File: src/rtl/epsm_pkg.sv
`default_nettype none
package epsm_pkg;

    typedef enum logic [2:0] {
        FN_PULSE = 3'd0,
        FN_INDEX = 3'd1,
        FN_CAL_REQ = 3'd2,
        FN_LOAD_CORR = 3'd3,
        FN_SPEED = 3'd4,
        FN_READ_CAP = 3'd5
    } t_func;

    localparam logic CFG_CORR_EN = 1'b0;
    localparam logic CFG_REVERSE = 1'b1;

    localparam int DIV_W = 64;
    localparam logic [27:0] RPM_NUM = 28'd153600000;
    localparam logic [39:0] RAD_NUM_Q16 = 40'd1054143570666;
    localparam logic [15:0] PCT_NEUTRAL = 16'd100;

    // table port controls from the sequencer
    typedef struct packed {
        logic clear;     // start capture clearing pass
        logic cap_we;
        logic corr_we;
    } t_tbl_ctl;

endpackage
`default_nettype wire

File: src/rtl/epsm_div.sv
`default_nettype none
module epsm_div (
    input  wire logic                       i_clk,
    input  wire logic                       i_rst_n,
    input  wire logic                       i_start,
    input  wire logic [epsm_pkg::DIV_W-1:0] i_num,
    input  wire logic [epsm_pkg::DIV_W-1:0] i_den,
    output logic                            o_done,
    output logic [31:0]                     o_quot
);
    import epsm_pkg::*;

    // restoring division, one quotient bit a cycle; first step checks overflow
    logic                r_busy;
    logic [5:0]          r_cnt;
    logic [DIV_W-1:0]    r_rem;
    logic [DIV_W+31:0]   r_d;
    logic [31:0]         r_q;
    logic                r_sat;
    logic                ge;

    assign ge = {32'b0, r_rem} >= r_d;
    assign o_quot = r_sat ? 32'hFFFF_FFFF : r_q;

    always_ff @(posedge i_clk) begin
        if (!i_rst_n) begin
            r_busy <= 1'b0;
            o_done <= 1'b0;
        end else if (i_start) begin
            r_busy <= 1'b1;
            o_done <= 1'b0;
            r_cnt  <= '0;
            r_rem  <= i_num;
            r_d    <= {i_den, 32'b0};
            r_q    <= '0;
            r_sat  <= 1'b0;
        end else if (r_busy) begin
            r_d <= r_d >> 1;
            if (r_cnt == 6'd0) begin
                r_sat <= ge;
            end else begin
                r_q <= {r_q[30:0], ge};
                if (ge) begin
                    r_rem <= r_rem - r_d[DIV_W-1:0];
                end
            end
            o_done <= (r_cnt == 6'd32);
            if (r_cnt == 6'd32) begin
                r_busy <= 1'b0;
            end
            r_cnt <= r_cnt + 6'd1;
        end else begin
            o_done <= 1'b0;
        end
    end

endmodule
`default_nettype wire

File: config.mk
export PLATFORM = sky130hd
export DESIGN_NAME = epsm_div
export DESIGN_NICKNAME = d
export VERILOG_FILES = /design/src/rtl/epsm_pkg.sv /design/src/rtl/epsm_div.sv
export SDC_FILE = /design/constraint.sdc
export NUM_CORES = 1
export LEC_CHECK = 0
export BUFFER_PORTS_ARGS = -buffer_cell sky130_fd_sc_hd__buf_2
export CAP_MARGIN = 10
export CORE_ASPECT_RATIO = 1.5
export CORE_MARGIN = 4
export CORE_UTILIZATION = 60
export DETAILED_ROUTE_END_ITERATION = 10
export PLACE_DENSITY = 0.9
export SLEW_MARGIN = 30
export SYNTH_ARGS = -nofsm -noshare
export SYNTH_HDL_FRONTEND = slang
export SYNTH_SLANG_ARGS = --single-unit
File: constraint.sdc
create_clock -name i_clk -period 11.85 [get_ports i_clk]
set_input_delay 2.37 -clock i_clk [delete_from_list [all_inputs] [get_ports i_clk]]
set_output_delay 2.37 -clock i_clk [all_outputs]
set_load 0.005 [all_outputs]
==> Word level (Yosys, flattened, before mapping) <==
Index checks and enable logic that the tools add are counted.
{ "word_totals": {"regBits": 201, "input_bits": 131, "output_inout_bits": 33, "elab_cells": 39} }
{ "classes": {"addsub": 2, "order_cmp": 1, "eq_ne": 2, "mux": 15, "bitwise_logic": 2, "reduce_logical": 9} }
{ "op_table": {"columns": ["op", "count"], "rows": [
  ["64-bit two-way mux", 4],
  ["96-bit two-way mux", 2],
  ["64-bit by 96-bit >= comparator with 1-bit output", 1],
  ["32-bit two-way mux", 3],
  ["64-bit subtractor", 1],
  ["6-bit by 1-bit adder with 6-bit output (second input constant)", 1],
  ["6-bit == test (second input constant)", 1],
  ["6-bit zero test", 1],
  ["6-bit two-way mux", 1],
  ["3-bit AND reduction", 2],
  ["2-bit nonzero test", 3],
  ["1-bit two-way mux", 5],
  ["4-bit AND reduction", 1],
  ["3-bit OR reduction", 1],
  ["2-bit != test (second input constant)", 1],
  ["1-bit NOT", 2],
  ["2-bit AND reduction", 1]
]} }

==> Longest topological paths before layout <==
Gate-level depths: netlist of the first run.
{ "depth": {"depth_word": 5, "depth_mapped": 13, "depth_no_buf": 13} }

==> Worst setup path after synthesis of the first run <==
OpenSTA, ideal clock, no wires.
{ "synth_timing": {"path_kind": "input to register", "start": "input i_start", "end": "register r_rem[0], enable pin", "setup_time_ns": 0.494, "arrival_ns": 8.333, "required_time_ns": 11.356, "slack_ns": 3.023, "path_stages": 6, "n_path_buf": 2, "cell_sequence": "clkbuf_1 > inv_1 > clkbuf_1 > a21boi_0 > nand2_1 > o21ai_1"} }
{ "synth_between": {"elab_chain_len": 2, "word_cells_on_any_way": 4, "cone_classes": "eq/ne (1); reduce/logical (3)"} }
{ "synth_lines": {"columns": ["element", "line", "text"], "rows": [
  ["from (decl)", "epsm_div.sv:5", "input wire logic i_start,"],
  ["2-bit != test (no source line) / 2-bit nonzero test (equally long branches)", null, null],
  ["4-bit AND reduction (no source line) *", null, null],
  ["to (signal assigned)", "epsm_div.sv:33", "r_rem <= i_num;"],
  ["to (signal assigned)", "epsm_div.sv:44", "r_rem <= r_rem - r_d[DIV_W-1:0];"],
  ["to (decl)", "epsm_div.sv:16", "logic [DIV_W-1:0] r_rem;"]
]} }
Every way passes the cells marked *; elsewhere a longest branch is shown, timed or not.
A chain may end at the register's enable or synchronous reset.

==> Final worst setup path of the first run <==
{ "layout_timing": {"start": "input i_start", "end": "register r_rem[20], enable pin"} }
The elaborated chain is that of the path after synthesis.

==> results of run 1 <==
==> cell type report <==
class / count / area (µm²)
Multi-Input combinational cell: 918 / 6010
Sequential cell: 201 / 6020
Inverter: 89 / 334
Antenna cell: 3 / 7.51
Clock buffer: 21 / 526
Tap cell: 264 / 330
Fill cell: 1499 / 6300
Clock inverter: 17 / 188
Timing Repair Buffer: 168 / 866
==> cell families (layout without fill, tap and decap cells) <==
logic type      Yosys count  after routing  share of synthesized area (%)
simple gates            413            413                           15.8
xor+xnor                 54             54                           3.74
other cells               0              3                              0
compound gates          348            348                           17.9
mux                      36             36                           3.18
buf+inv                 162            295                           5.05
flops                   201            201                           47.6
fa+ha+maj                67             67                           6.69
==> registers in the layout, indices dropped and copies added, names as in the netlist <==
| signal | cells |
|---|---|
| r_cnt | 6 |
| r_d | 96 |
| r_busy | 1 |
| o_done | 1 |
| r_q | 32 |
| r_rem | 64 |
| r_sat | 1 |
==> how the worst min path moves through the flow <==
stage | startpoint | endpoint | slack [ns]
2_1_floorplan | r_busy | o_done | 0.48
3_3_place_gp | r_busy | o_done | 0.52
3_5_place_dp | r_busy | o_done | 0.51
4_1_cts | r_busy | o_done | 0.52
5_1_grt | r_busy | o_done | 0.54
6_report | r_busy | o_done | 0.52
==> layer usage <==
metal,vias to the layer above,global-route usage [%],part of all wire [%]
met5,-,0,0
met4,0,9.62,3.7
met3,85,3.04,5.1
met2,355,45.4,52
met1,4707,29.9,39
li1,4847,-,-
==> cell usage in the layout (no fill, tap or decap), types with 35 or more instances in the layout <==
cell                       count
sky130_fd_sc_hd__a21o_1       49
sky130_fd_sc_hd__ha_1         66
sky130_fd_sc_hd__a21oi_1      81
sky130_fd_sc_hd__inv_1        89
sky130_fd_sc_hd__edfxtp_1    199
sky130_fd_sc_hd__o21ai_0     105
sky130_fd_sc_hd__nor2_1       82
sky130_fd_sc_hd__nor2b_1      38
sky130_fd_sc_hd__or2_2        35
sky130_fd_sc_hd__buf_2       162
sky130_fd_sc_hd__nand2_1     150
==> cells in the mapped netlist (all sizes together) (3+ instances only) <==
cell | n | area, µm²
nand2 | 150 | 563
edfxtp | 199 | 5980
nor4 | 14 | 93.8
mux2 | 33 | 372
inv | 89 | 334
nand3 | 18 | 90.1
o221ai | 4 | 41.3
a21boi | 3 | 22.5
o211ai | 11 | 103
mux2i | 3 | 30.0
or2 | 38 | 240
o31ai | 6 | 50.1
and4 | 5 | 46.3
nand2b | 4 | 25.0
a31oi | 7 | 56.3
a211oi | 7 | 75.1
ha | 66 | 826
xor2 | 30 | 263
a21o | 49 | 368
nor2b | 38 | 238
nand4 | 25 | 156
and2 | 7 | 45.1
a221oi | 3 | 43.8
o22ai | 3 | 25.0
a21oi | 87 | 458
nor2 | 82 | 308
buf | 17 | 91.3
nor3 | 18 | 95.1
and3 | 8 | 50.1
clkbuf | 56 | 213
o21ai | 122 | 614
xnor2 | 24 | 210
o21bai | 14 | 105
o21a | 9 | 67.6
==> per-stage QoR <==
step / util (%) / cells / setup slack (ns)
after detailed placement: 65.9 / 1640 / 6.47
after global routing: 69.4 / 1681 / 6.75
after floorplan: - / 1281 / 3.02
after global placement: 65.9 / 1640 / 6.55
final: 69.4 / 1681 / 6.97
after CTS: 69.3 / 1678 / 7.01
==> worst reg2reg max path, stage by stage, from the launching register on <==
cell and delay (ns):
sky130_fd_sc_hd__edfxtp_1 0.34, sky130_fd_sc_hd__inv_1 0.06, sky130_fd_sc_hd__ha_1 0.37, sky130_fd_sc_hd__nand3_1 0.18, sky130_fd_sc_hd__o211ai_2 0.35, sky130_fd_sc_hd__a211oi_2 0.18, sky130_fd_sc_hd__o21ai_1 0.32, sky130_fd_sc_hd__a31oi_2 0.19
sky130_fd_sc_hd__nor2_1 0.29, sky130_fd_sc_hd__nor3_1 0.09, sky130_fd_sc_hd__o21a_1 0.28, sky130_fd_sc_hd__o21ai_4 0.16, sky130_fd_sc_hd__buf_4 0.71
==> power by group <==
| part | internal (mW) | switching (mW) |
|---|---|---|
| Sequential | 0.846 | 0.0191 |
| Clock | 0.411 | 0.278 |
| Combinational | 0.172 | 0.255 |
==> flow_metrics.tcl, run 1 <==
set metrics [dict create \
    status "finished, final reports clean" \
    r2r_end "r_rem[20]" \
    clock-skew-final_ns 0.0150 \
    totalNegativeSetupSlack_ns 0 \
    critical_path.max_stage_delay_ns 0.71 \
    drv_slew 0 \
    maximum_number_of_pins_on_one_net_before_global_route_repair 122 \
    viasPerCell 5.95 \
    hpwlAfterDp_um 21600 \
    full_die_area_um2 23500 \
    cts_inserted_buffers 21 \
    primary_flip_flop_cell_chosen_by_synthesis_mapping "sky130_fd_sc_hd__edfxtp_1" \
    groute.usage.overall_pct 24.9 \
    routed_wire_length_per_instance_um 17.9 \
    timing.critical_path.fanout_max 121 \
    drc 0 \
    r2r_slack_ns 7.90 \
    postLayoutCellArea_um2 14300 \
    fin_nets 1597 \
    achievable_freq_ghz 0.205 \
    chipWidth_um 127 \
    synth.yosys.seq_area_share_pct 47.6 \
    clockBufferDepth 3 \
    critical_path_arrival_ns 5.00 \
    area_growth_pct 12.9 \
    grt_pass1_wl_um 48000 \
    synth_warnings 0 \
    firstDrtPassIters 5 \
    clk-insertion-delay-late_ns 0.51 \
    power.density_nw_per_um2 139 \
    postSynthRegisterBits 201 \
    syn-instance-count 1281 \
    clk_root_buffer_cell "sky130_fd_sc_hd__clkbuf_16" \
    vdd_drop_max_v 0.000111 \
    power.static_leakage_nw 5.92 \
    die-height_um 186 \
    synthDistinctLibCells 81 \
    routed-via-count 9994 \
    post-route-min-period_ns 4.88 \
    final-hold-violation-count 0 \
    crit_path_frequent_cell "sky130_fd_sc_hd__buf_4" \
    worst_setup_path_endpoint "r_rem[20]" \
    rows 64 \
    timing.critical_path.from_type "primary input" \
    end_kind "flip-flop" \
    critical_path_class "primary input to flip-flop" \
    critical_r2r_launch "r_d[4]" \
    timing.critical_path.slowest_stage_cell "sky130_fd_sc_hd__buf_4" \
    cts_tree "yes" \
    dpl_cell_area_um2 13600 \
    path_buf_inv 4 \
    synthesis.area_um2 12600 \
    first_global_vias 9975 \
    setup_viol 0 \
    number_of_cells_on_the_critical_path 7 \
    finalWirelength_um 30000 \
    grt_overflow_total 0 \
    cts_repair_resize_count 0 \
    cts_hold_buf 0 \
    synth_enable_flop_cells 199 \
    grt_antenna_before_repair 3 \
    total_power_mw 1.98 \
    cap_violations 0 \
    unrepaired_setup_endpoints_after_global_routing "false" \
    place.gp.congestion 0.914 \
    buffer_ports.inserted 163 \
    timing_worst_slew_pin_value_ns 0.911 \
    dr.first_iter.drc_count 799 \
    placeableCoreArea_um2 20600 \
    start_util_pct 61.4 \
    crit_path_cell_trace "clkbuf_8 -> inv_1 -> a21boi_2 -> buf_4 -> nand2_1 -> o21ai_4 -> buf_4" \
    worst-r2r-cell-count 12 \
    critPathRequiredTime_ns 11.97 \
    cts_sinks 201 \
    setup.worst_path.start "i_start" \
    synth.avg_cell_area_um2 9.87 \
    clk_pin_slew_worst_paths_ns 0.06 \
    final_antenna_net_count 0 \
    design.portCount 164 \
    min_path_type "flip-flop to flip-flop" \
    synth_async_sr_flop_share_pct 0 \
    synthesis.nets 1479 \
    holdWs_ns 0.525 \
    post_route_cells_drive_above_1_share_pct 21.4 \
    postCtsSetupBuffers 0 \
    cts_htree_levels 1 \
    hold_depth 1 \
    timing.max_slew.rel_slack_pct 39.3 \
    timing.critical_path.max_delay_family "buffers and inverters" \
    layout_worst_path_cycle_share_pct 41.2 \
]
(Power assumes the default switching activity.)
==> run 2: changes to the inputs <==
ABC_AREA = 1   (was unset)
CORE_UTILIZATION = 54   (was 60)
PLACE_DENSITY = 0.85   (was 0.9)
clock period = 4.4 ns   (was 11.85 ns; I/O delays follow)
==> run 2 against run 1 <==
  * Via count up 33%
  * Critical path depth up 9
  * Combinational power rose to 2.9 times the previous value
  * Sequential share of layout area down 5.4 points
  * Count of clock-buffer cells in the layout up 6
  * Utilization down 7.7 points
  * Cell area up 15%
  * Sequential power rose to 2.6 times the previous value
  * Global-route usage up 1.8 points
  * Critical endpoint is now r_rem[45]
  * Largest cell class is now multi-input combinational cells
==> flow_metrics.tcl, run 2 <==
set metrics [dict create \
    place.gp.congestion 0.967 \
    status "finished, final reports clean" \
    yosysTopAreaCell "sky130_fd_sc_hd__edfxtp_1" \
    routed_wire_length_per_instance_um 15.3 \
    unrepaired_setup_endpoints_after_global_routing "false" \
    full_die_area_um2 29700 \
    setup_viol 0 \
    finalWirelength_um 40600 \
    chipWidth_um 142 \
    timing.max_slew.rel_slack_pct 44.3 \
    power.static_leakage_nw 8.86 \
    synthesis.area_um2 14600 \
    power.combinational.fraction_pct 23.3 \
    achievable_freq_ghz 0.316 \
    end_kind "flip-flop" \
    drc 0 \
    cap_violations 0 \
    total_power_mw 5.26 \
    post_route_cells_drive_above_1_share_pct 11.3 \
    timing_worst_slew_pin_value_ns 0.835 \
    seq_power_share_pct 43.6 \
    synth.avg_cell_area_um2 6.83 \
    clk_root_buffer_cell "sky130_fd_sc_hd__clkbuf_16" \
    maximum_number_of_pins_on_one_net_before_global_route_repair 120 \
    final_cell_mix "sky130_fd_sc_hd__nand2_1, sky130_fd_sc_hd__inv_1, sky130_fd_sc_hd__edfxtp_1" \
    layout_worst_path_cycle_share_pct 71.9 \
    cts_repair_resize_count 0 \
    clk_pin_slew_worst_paths_ns 0.07 \
    cts_hold_buf 0 \
    area_growth_pct 12.5 \
    synth_top_area_share_pct 41.0 \
    post-route-min-period_ns 3.16 \
    design.portCount 164 \
    num-fill-cells 2470 \
    most_common_library_cells_after_synthesis "sky130_fd_sc_hd__nand2_1, sky130_fd_sc_hd__inv_1, sky130_fd_sc_hd__edfxtp_1" \
    routed-via-count 13299 \
    reg_top3 "r_d (96), r_rem (64), r_q (32)" \
    critPathRequiredTime_ns 4.57 \
    timing.critical_path.from_type "flip-flop" \
    cts_sinks 201 \
    firstDrtPassIters 5 \
    final_common_cell "sky130_fd_sc_hd__nand2_1" \
    ys_top_cells_by_area "sky130_fd_sc_hd__edfxtp_1, sky130_fd_sc_hd__nand2_1, sky130_fd_sc_hd__inv_1, sky130_fd_sc_hd__ha_1, sky130_fd_sc_hd__nor2_1" \
    buffer_ports.inserted 163 \
    timing.critical_path.fanout_max 25 \
    critical_path_arrival_ns 3.34 \
    synth.yosys.seq_area_share_pct 41.3 \
    intPower_mw 3.65 \
    dr.first_iter.drc_count 1048 \
    postSynthRegisterBits 201 \
    total_switching_power_mw 1.61 \
    viasPerCell 5.03 \
    synth_enable_flop_cells 199 \
    clockBufferDepth 3 \
    cts_inserted_buffers 20 \
    rows 73 \
    start_util_pct 54.8 \
    fin_nets 2486 \
    critical_path_class "flip-flop to flip-flop" \
    synthDistinctLibCells 35 \
    grt_pass1_wl_um 62800 \
    groute.usage.overall_pct 26.7 \
    yosysMostFrequentCell "sky130_fd_sc_hd__nand2_1" \
    drv_slew 0 \
    pwr-share-clk_pct 33.2 \
    power.density_nw_per_um2 321 \
    min_path_type "flip-flop to flip-flop" \
    totalNegativeSetupSlack_ns 0 \
    clock-skew-final_ns 0.0131 \
    clk-insertion-delay-late_ns 0.52 \
    die-height_um 209 \
    primary_flip_flop_cell_chosen_by_synthesis_mapping "sky130_fd_sc_hd__edfxtp_1" \
    fraction_of_power_spent_switching_nets_pct 30.6 \
    synthesis.nets 2332 \
    final-hold-violation-count 0 \
    first_global_vias 13082 \
    hpwlAfterDp_um 32200 \
    synth_async_sr_flop_share_pct 0 \
    synth_warnings 0 \
    cts_htree_levels 1 \
    syn-instance-count 2134 \
    grt_antenna_before_repair 4 \
    max_ffs_per_register 96 \
    grt_overflow_total 0 \
    final_antenna_net_count 0 \
    largest_register "r_d" \
    placeableCoreArea_um2 26600 \
    vdd_drop_max_v 0.000316 \
    cts_tree "yes" \
    postCtsSetupBuffers 0 \
]
[run 2: cell count changes in the layout (fill, tap and decap cells not counted), sizes merged, moves of 14 or more]
cell,delta
a21oi,-41
o21ai,-27
nand3,+58
a21o,-49
mux2,-33
nor2,+100
nor2b,-38
or2,-29
nand2,+703
nand3b,+14
inv,+403
xor2,-30
[run 2: cell families after synthesis]
logic type	Yosys count	synth area share, %
xor gates and xnor gates	23	1.38
DFF	201	41.3
adders and majority gates	67	5.80
and+or+nand+nor	1168	32.8
buffers and inverters	532	13.8
AOI/OAI and AO/OA	143	4.95
[run 2: layer usage]
| layer | track usage [%] | routed length, µm |
|---|---|---|
| met3 | 2.20 | 1770 |
| met1 | 29.0 | 14900 |
| met4 | 15.6 | 2440 |
| met2 | 49.6 | 21500 |
| met5 | 0 | 0 |
[run 2: final timing paths]
check / start / to / slack [ns] / cells past startpoint
max: r_d[0] / r_rem[45] / 1.24 / 16
max reg2reg: r_d[0] / r_rem[45] / 1.24 / 16
min: r_busy / o_done / 0.44 / 2
min reg2reg: r_busy / o_done / 0.44 / 2
[run 2: layout make-up]
class                   count  area, µm²  area share (%)
diodes                      4       10.0          0.0610
clock buffers              27        547            3.33
clock inverters             9        103           0.626
inverters                 494       1860            11.3
multi-input cells        1401       6560            40.0
flip-flops and latches    201       6020            36.7
well taps                 337        422            2.57
repair buffers            170        890            5.43
[run 2: power groups by stage]
stage	sequential, mW	clock (mW)	combinational (mW)
2_1_floorplan	2.33	0	0.841
3_3_place_gp	2.33	0	1.18
3_5_place_dp	2.33	0	1.21
4_1_cts	2.29	1.77	1.22
5_1_grt	2.30	1.85	1.38
6_report	2.29	1.75	1.22
[run 2: critical path: stages, from the launching register on]
cell	delay, ns
sky130_fd_sc_hd__edfxtp_1	0.38
sky130_fd_sc_hd__ha_1	0.22
sky130_fd_sc_hd__inv_1	0.09
sky130_fd_sc_hd__fa_1	0.26
sky130_fd_sc_hd__nand2_1	0.09
sky130_fd_sc_hd__nand2_1	0.10
sky130_fd_sc_hd__nand3_2	0.08
sky130_fd_sc_hd__nand2_2	0.12
sky130_fd_sc_hd__nand2_2	0.06
sky130_fd_sc_hd__nand2_2	0.13
sky130_fd_sc_hd__nand2_2	0.06
sky130_fd_sc_hd__nand2_2	0.09
sky130_fd_sc_hd__nand2_1	0.06
sky130_fd_sc_hd__nand4_1	0.10
sky130_fd_sc_hd__nand2_1	0.07
sky130_fd_sc_hd__inv_2	0.40
sky130_fd_sc_hd__buf_4	0.45
[run 2: per-stage QoR]
| stage | cells | hold slack, ns | setup slack (ns) | util (%) | area [µm²] |
|---|---|---|---|---|---|
| floorplan | 2134 | 0.411 | 0.425 | - | 14600 |
| global placement | 2603 | 0.424 | 1.16 | 59.2 | 15700 |
| detailed placement | 2603 | 0.427 | 1.08 | 59.2 | 15700 |
| CTS | 2639 | 0.435 | 1.24 | 61.7 | 16400 |
| global route | 2643 | 0.481 | 1.00 | 61.7 | 16400 |
| finish | 2643 | 0.437 | 1.24 | 61.7 | 16400 |
==> run 3: changes to the inputs <==
clock period = 2.7 ns   (was 4.4 ns; I/O delays follow)
==> run 3 against run 2 <==
  * Count of clock-buffer cells in the layout down 1
  * Sequential share of layout area down 0.89 points
  * Final cell count up 0.49%
  * Non-clock buffer count up 14
  * Critical path depth down 3
  * Global-route usage up 1.3 points
  * Combinational power up 73%
  * Total power up 65%
  * Cell area up 2.5%
  * Critical path type unchanged
==> flow_metrics.tcl, run 3 (same netlist as run 2, synthesis figures left out) <==
set metrics [dict create \
    status "finished, final reports clean" \
    routed-via-count 13337 \
    fin_nets 2501 \
    maximum_number_of_pins_on_one_net_before_global_route_repair 156 \
    place_ws_ns 0.0955 \
    reg_top3 "r_d (96), r_rem (64), r_q (32)" \
    total_power_mw 8.70 \
    holdWs_ns 0.293 \
    fin_cells 2656 \
    critical_path.max_stage_delay_ns 0.39 \
    drv_slew 0 \
    critical_path_class "flip-flop to flip-flop" \
    power.density_nw_per_um2 517 \
    chipWidth_um 142 \
    numPlacedInstances 2613 \
    cts_tree "yes" \
    clk_root_buffer_cell "sky130_fd_sc_hd__clkbuf_16" \
    final_common_cell "sky130_fd_sc_hd__nand2_1" \
    final_antenna_net_count 0 \
    start_util_pct 54.8 \
    grt_overflow_total 0 \
    power.static_leakage_nw 8.94 \
    max_ffs_per_register 96 \
    postLayoutCellArea_um2 16800 \
    placeableCoreArea_um2 26600 \
    timing.critical_path.fanout_max 13 \
    vdd_drop_max_v 0.000518 \
    min_path_type "primary input to flip-flop" \
    full_die_area_um2 29700 \
    timing.critical_path.from_type "flip-flop" \
    crit_path_cell_trace "ha_1 -> nand2_1 -> nor2_1 -> nand2_1 -> nor2_4 -> nand2_2 -> nand2_2 -> nand2_1 -> nand4_1 -> nand2_2 -> clkinvlp_4 -> buf_12 -> clkbuf_16" \
    viasPerCell 5.02 \
    rows 73 \
    setup_viol 0 \
    clock-skew-final_ns 0.0253 \
    final_cell_mix "sky130_fd_sc_hd__nand2_1, sky130_fd_sc_hd__inv_1, sky130_fd_sc_hd__edfxtp_1" \
    critPathRequiredTime_ns 2.93 \
    routed_wire_length_per_instance_um 15.9 \
    clk-insertion-delay-late_ns 0.52 \
    final_critical_path_setup_slack_ns 0.126 \
    r2r_slack_ns 0.13 \
    cts_htree_levels 1 \
    grt_pass1_wl_um 65800 \
    num-fill-cells 2402 \
    achievable_freq_ghz 0.388 \
    end_kind "flip-flop" \
    post_route_cells_drive_above_1_share_pct 13.0 \
    design.portCount 164 \
    largest_register "r_d" \
    timing_worst_slew_pin_value_ns 0.845 \
    timing.critical_path.slowest_stage_cell "sky130_fd_sc_hd__edfxtp_1" \
    dr.first_iter.drc_count 872 \
    firstDrtPassIters 5 \
    cts_inserted_buffers 21 \
    die-height_um 209 \
    timing.max_slew.rel_slack_pct 43.6 \
    grt_antenna_before_repair 3 \
    groute.usage.overall_pct 28.0 \
    final-hold-violation-count 0 \
    cts_sinks 201 \
    finalWirelength_um 42300 \
    clockBufferDepth 3 \
    critical_path_arrival_ns 2.80 \
    post-route-min-period_ns 2.57 \
    place.gp.congestion 1.05 \
    cap_violations 0 \
    buffer_ports.inserted 163 \
    dpl_cell_area_um2 15900 \
    layout_worst_path_cycle_share_pct 95.3 \
    hpwlAfterDp_um 33400 \
    drc 0 \
    first_global_vias 13406 \
    clk_pin_slew_worst_paths_ns 0.07 \
    area_growth_pct 15.3 \
]
==> run 3: cell types whose count changed in the layout (fill, tap and decap cells not counted), sizes merged <==
cell      change
clkbuf        +1
inv           -1
buf          +12
clkinvlp      +3
clkinv        -1
diode         -1
==> run 3: cell type report <==
| type | count | area [µm²] | share of cell area (%) |
|---|---|---|---|
| clock inverters | 10 | 105 | 0.625 |
| repair buffers | 184 | 1100 | 6.57 |
| inverters | 494 | 1860 | 11.1 |
| clock buffers | 26 | 544 | 3.24 |
| flip-flops and latches | 201 | 6020 | 35.8 |
| multi-input cells | 1401 | 6740 | 40.1 |
| diodes | 3 | 7.51 | 0.0447 |
| well taps | 337 | 422 | 2.51 |
==> run 3: critical path: cells and delay by family, from the launching register on <==
| family | cells | cell delay, ns |
|---|---|---|
| adders and majority gates | 1 | 0.39 |
| buffers and inverters | 3 | 0.45 |
| and+or+nand+nor | 9 | 1.06 |
| DFF | 1 | 0.39 |
==> run 3: timing repair <==
item,CTS,global route
hold buffers,0,0
resized for setup,0,29
buffers inserted,0,2
endpoints found under the setup margin,0,64
hold endpoints to repair,0,0
==> run 3: worst paths after layout <==
check / from / endpoint / cells after the start
worst max register to register: r_rem[29] / r_rem[12] / 13
worst max-delay path: r_rem[29] / r_rem[12] / 13
worst min-delay path: i_num[42] / r_rem[42] / 3
worst min register to register: r_busy / o_done / 2
==> run 3: stage by stage <==
stage | util [%] | setup TNS, ns
CTS | 62.3 | 0
detailed placement | 59.8 | 0
finish | 63.2 | 0
floorplan | - | -31.50
global placement | 59.8 | 0
global route | 63.2 | -0.0642
==> run 3: report_power, final <==
group / switching, mW / total, mW / internal [mW]
clock network: 1.22 / 2.85 / 1.62
registers: 0.0569 / 3.74 / 3.68
logic: 1.39 / 2.11 / 0.721
total: 2.67 / 8.70 / 6.03
==> run 3: per-layer routing <==
| metal | track usage, % | up-vias | routed length [µm] |
|---|---|---|---|
| li1 | - | 6819 | - |
| met1 | 30.8 | 6030 | 15800 |
| met2 | 51.8 | 360 | 22100 |
| met3 | 2.66 | 128 | 1650 |
| met4 | 15.6 | 0 | 2770 |
| met5 | 0 | - | 0 |
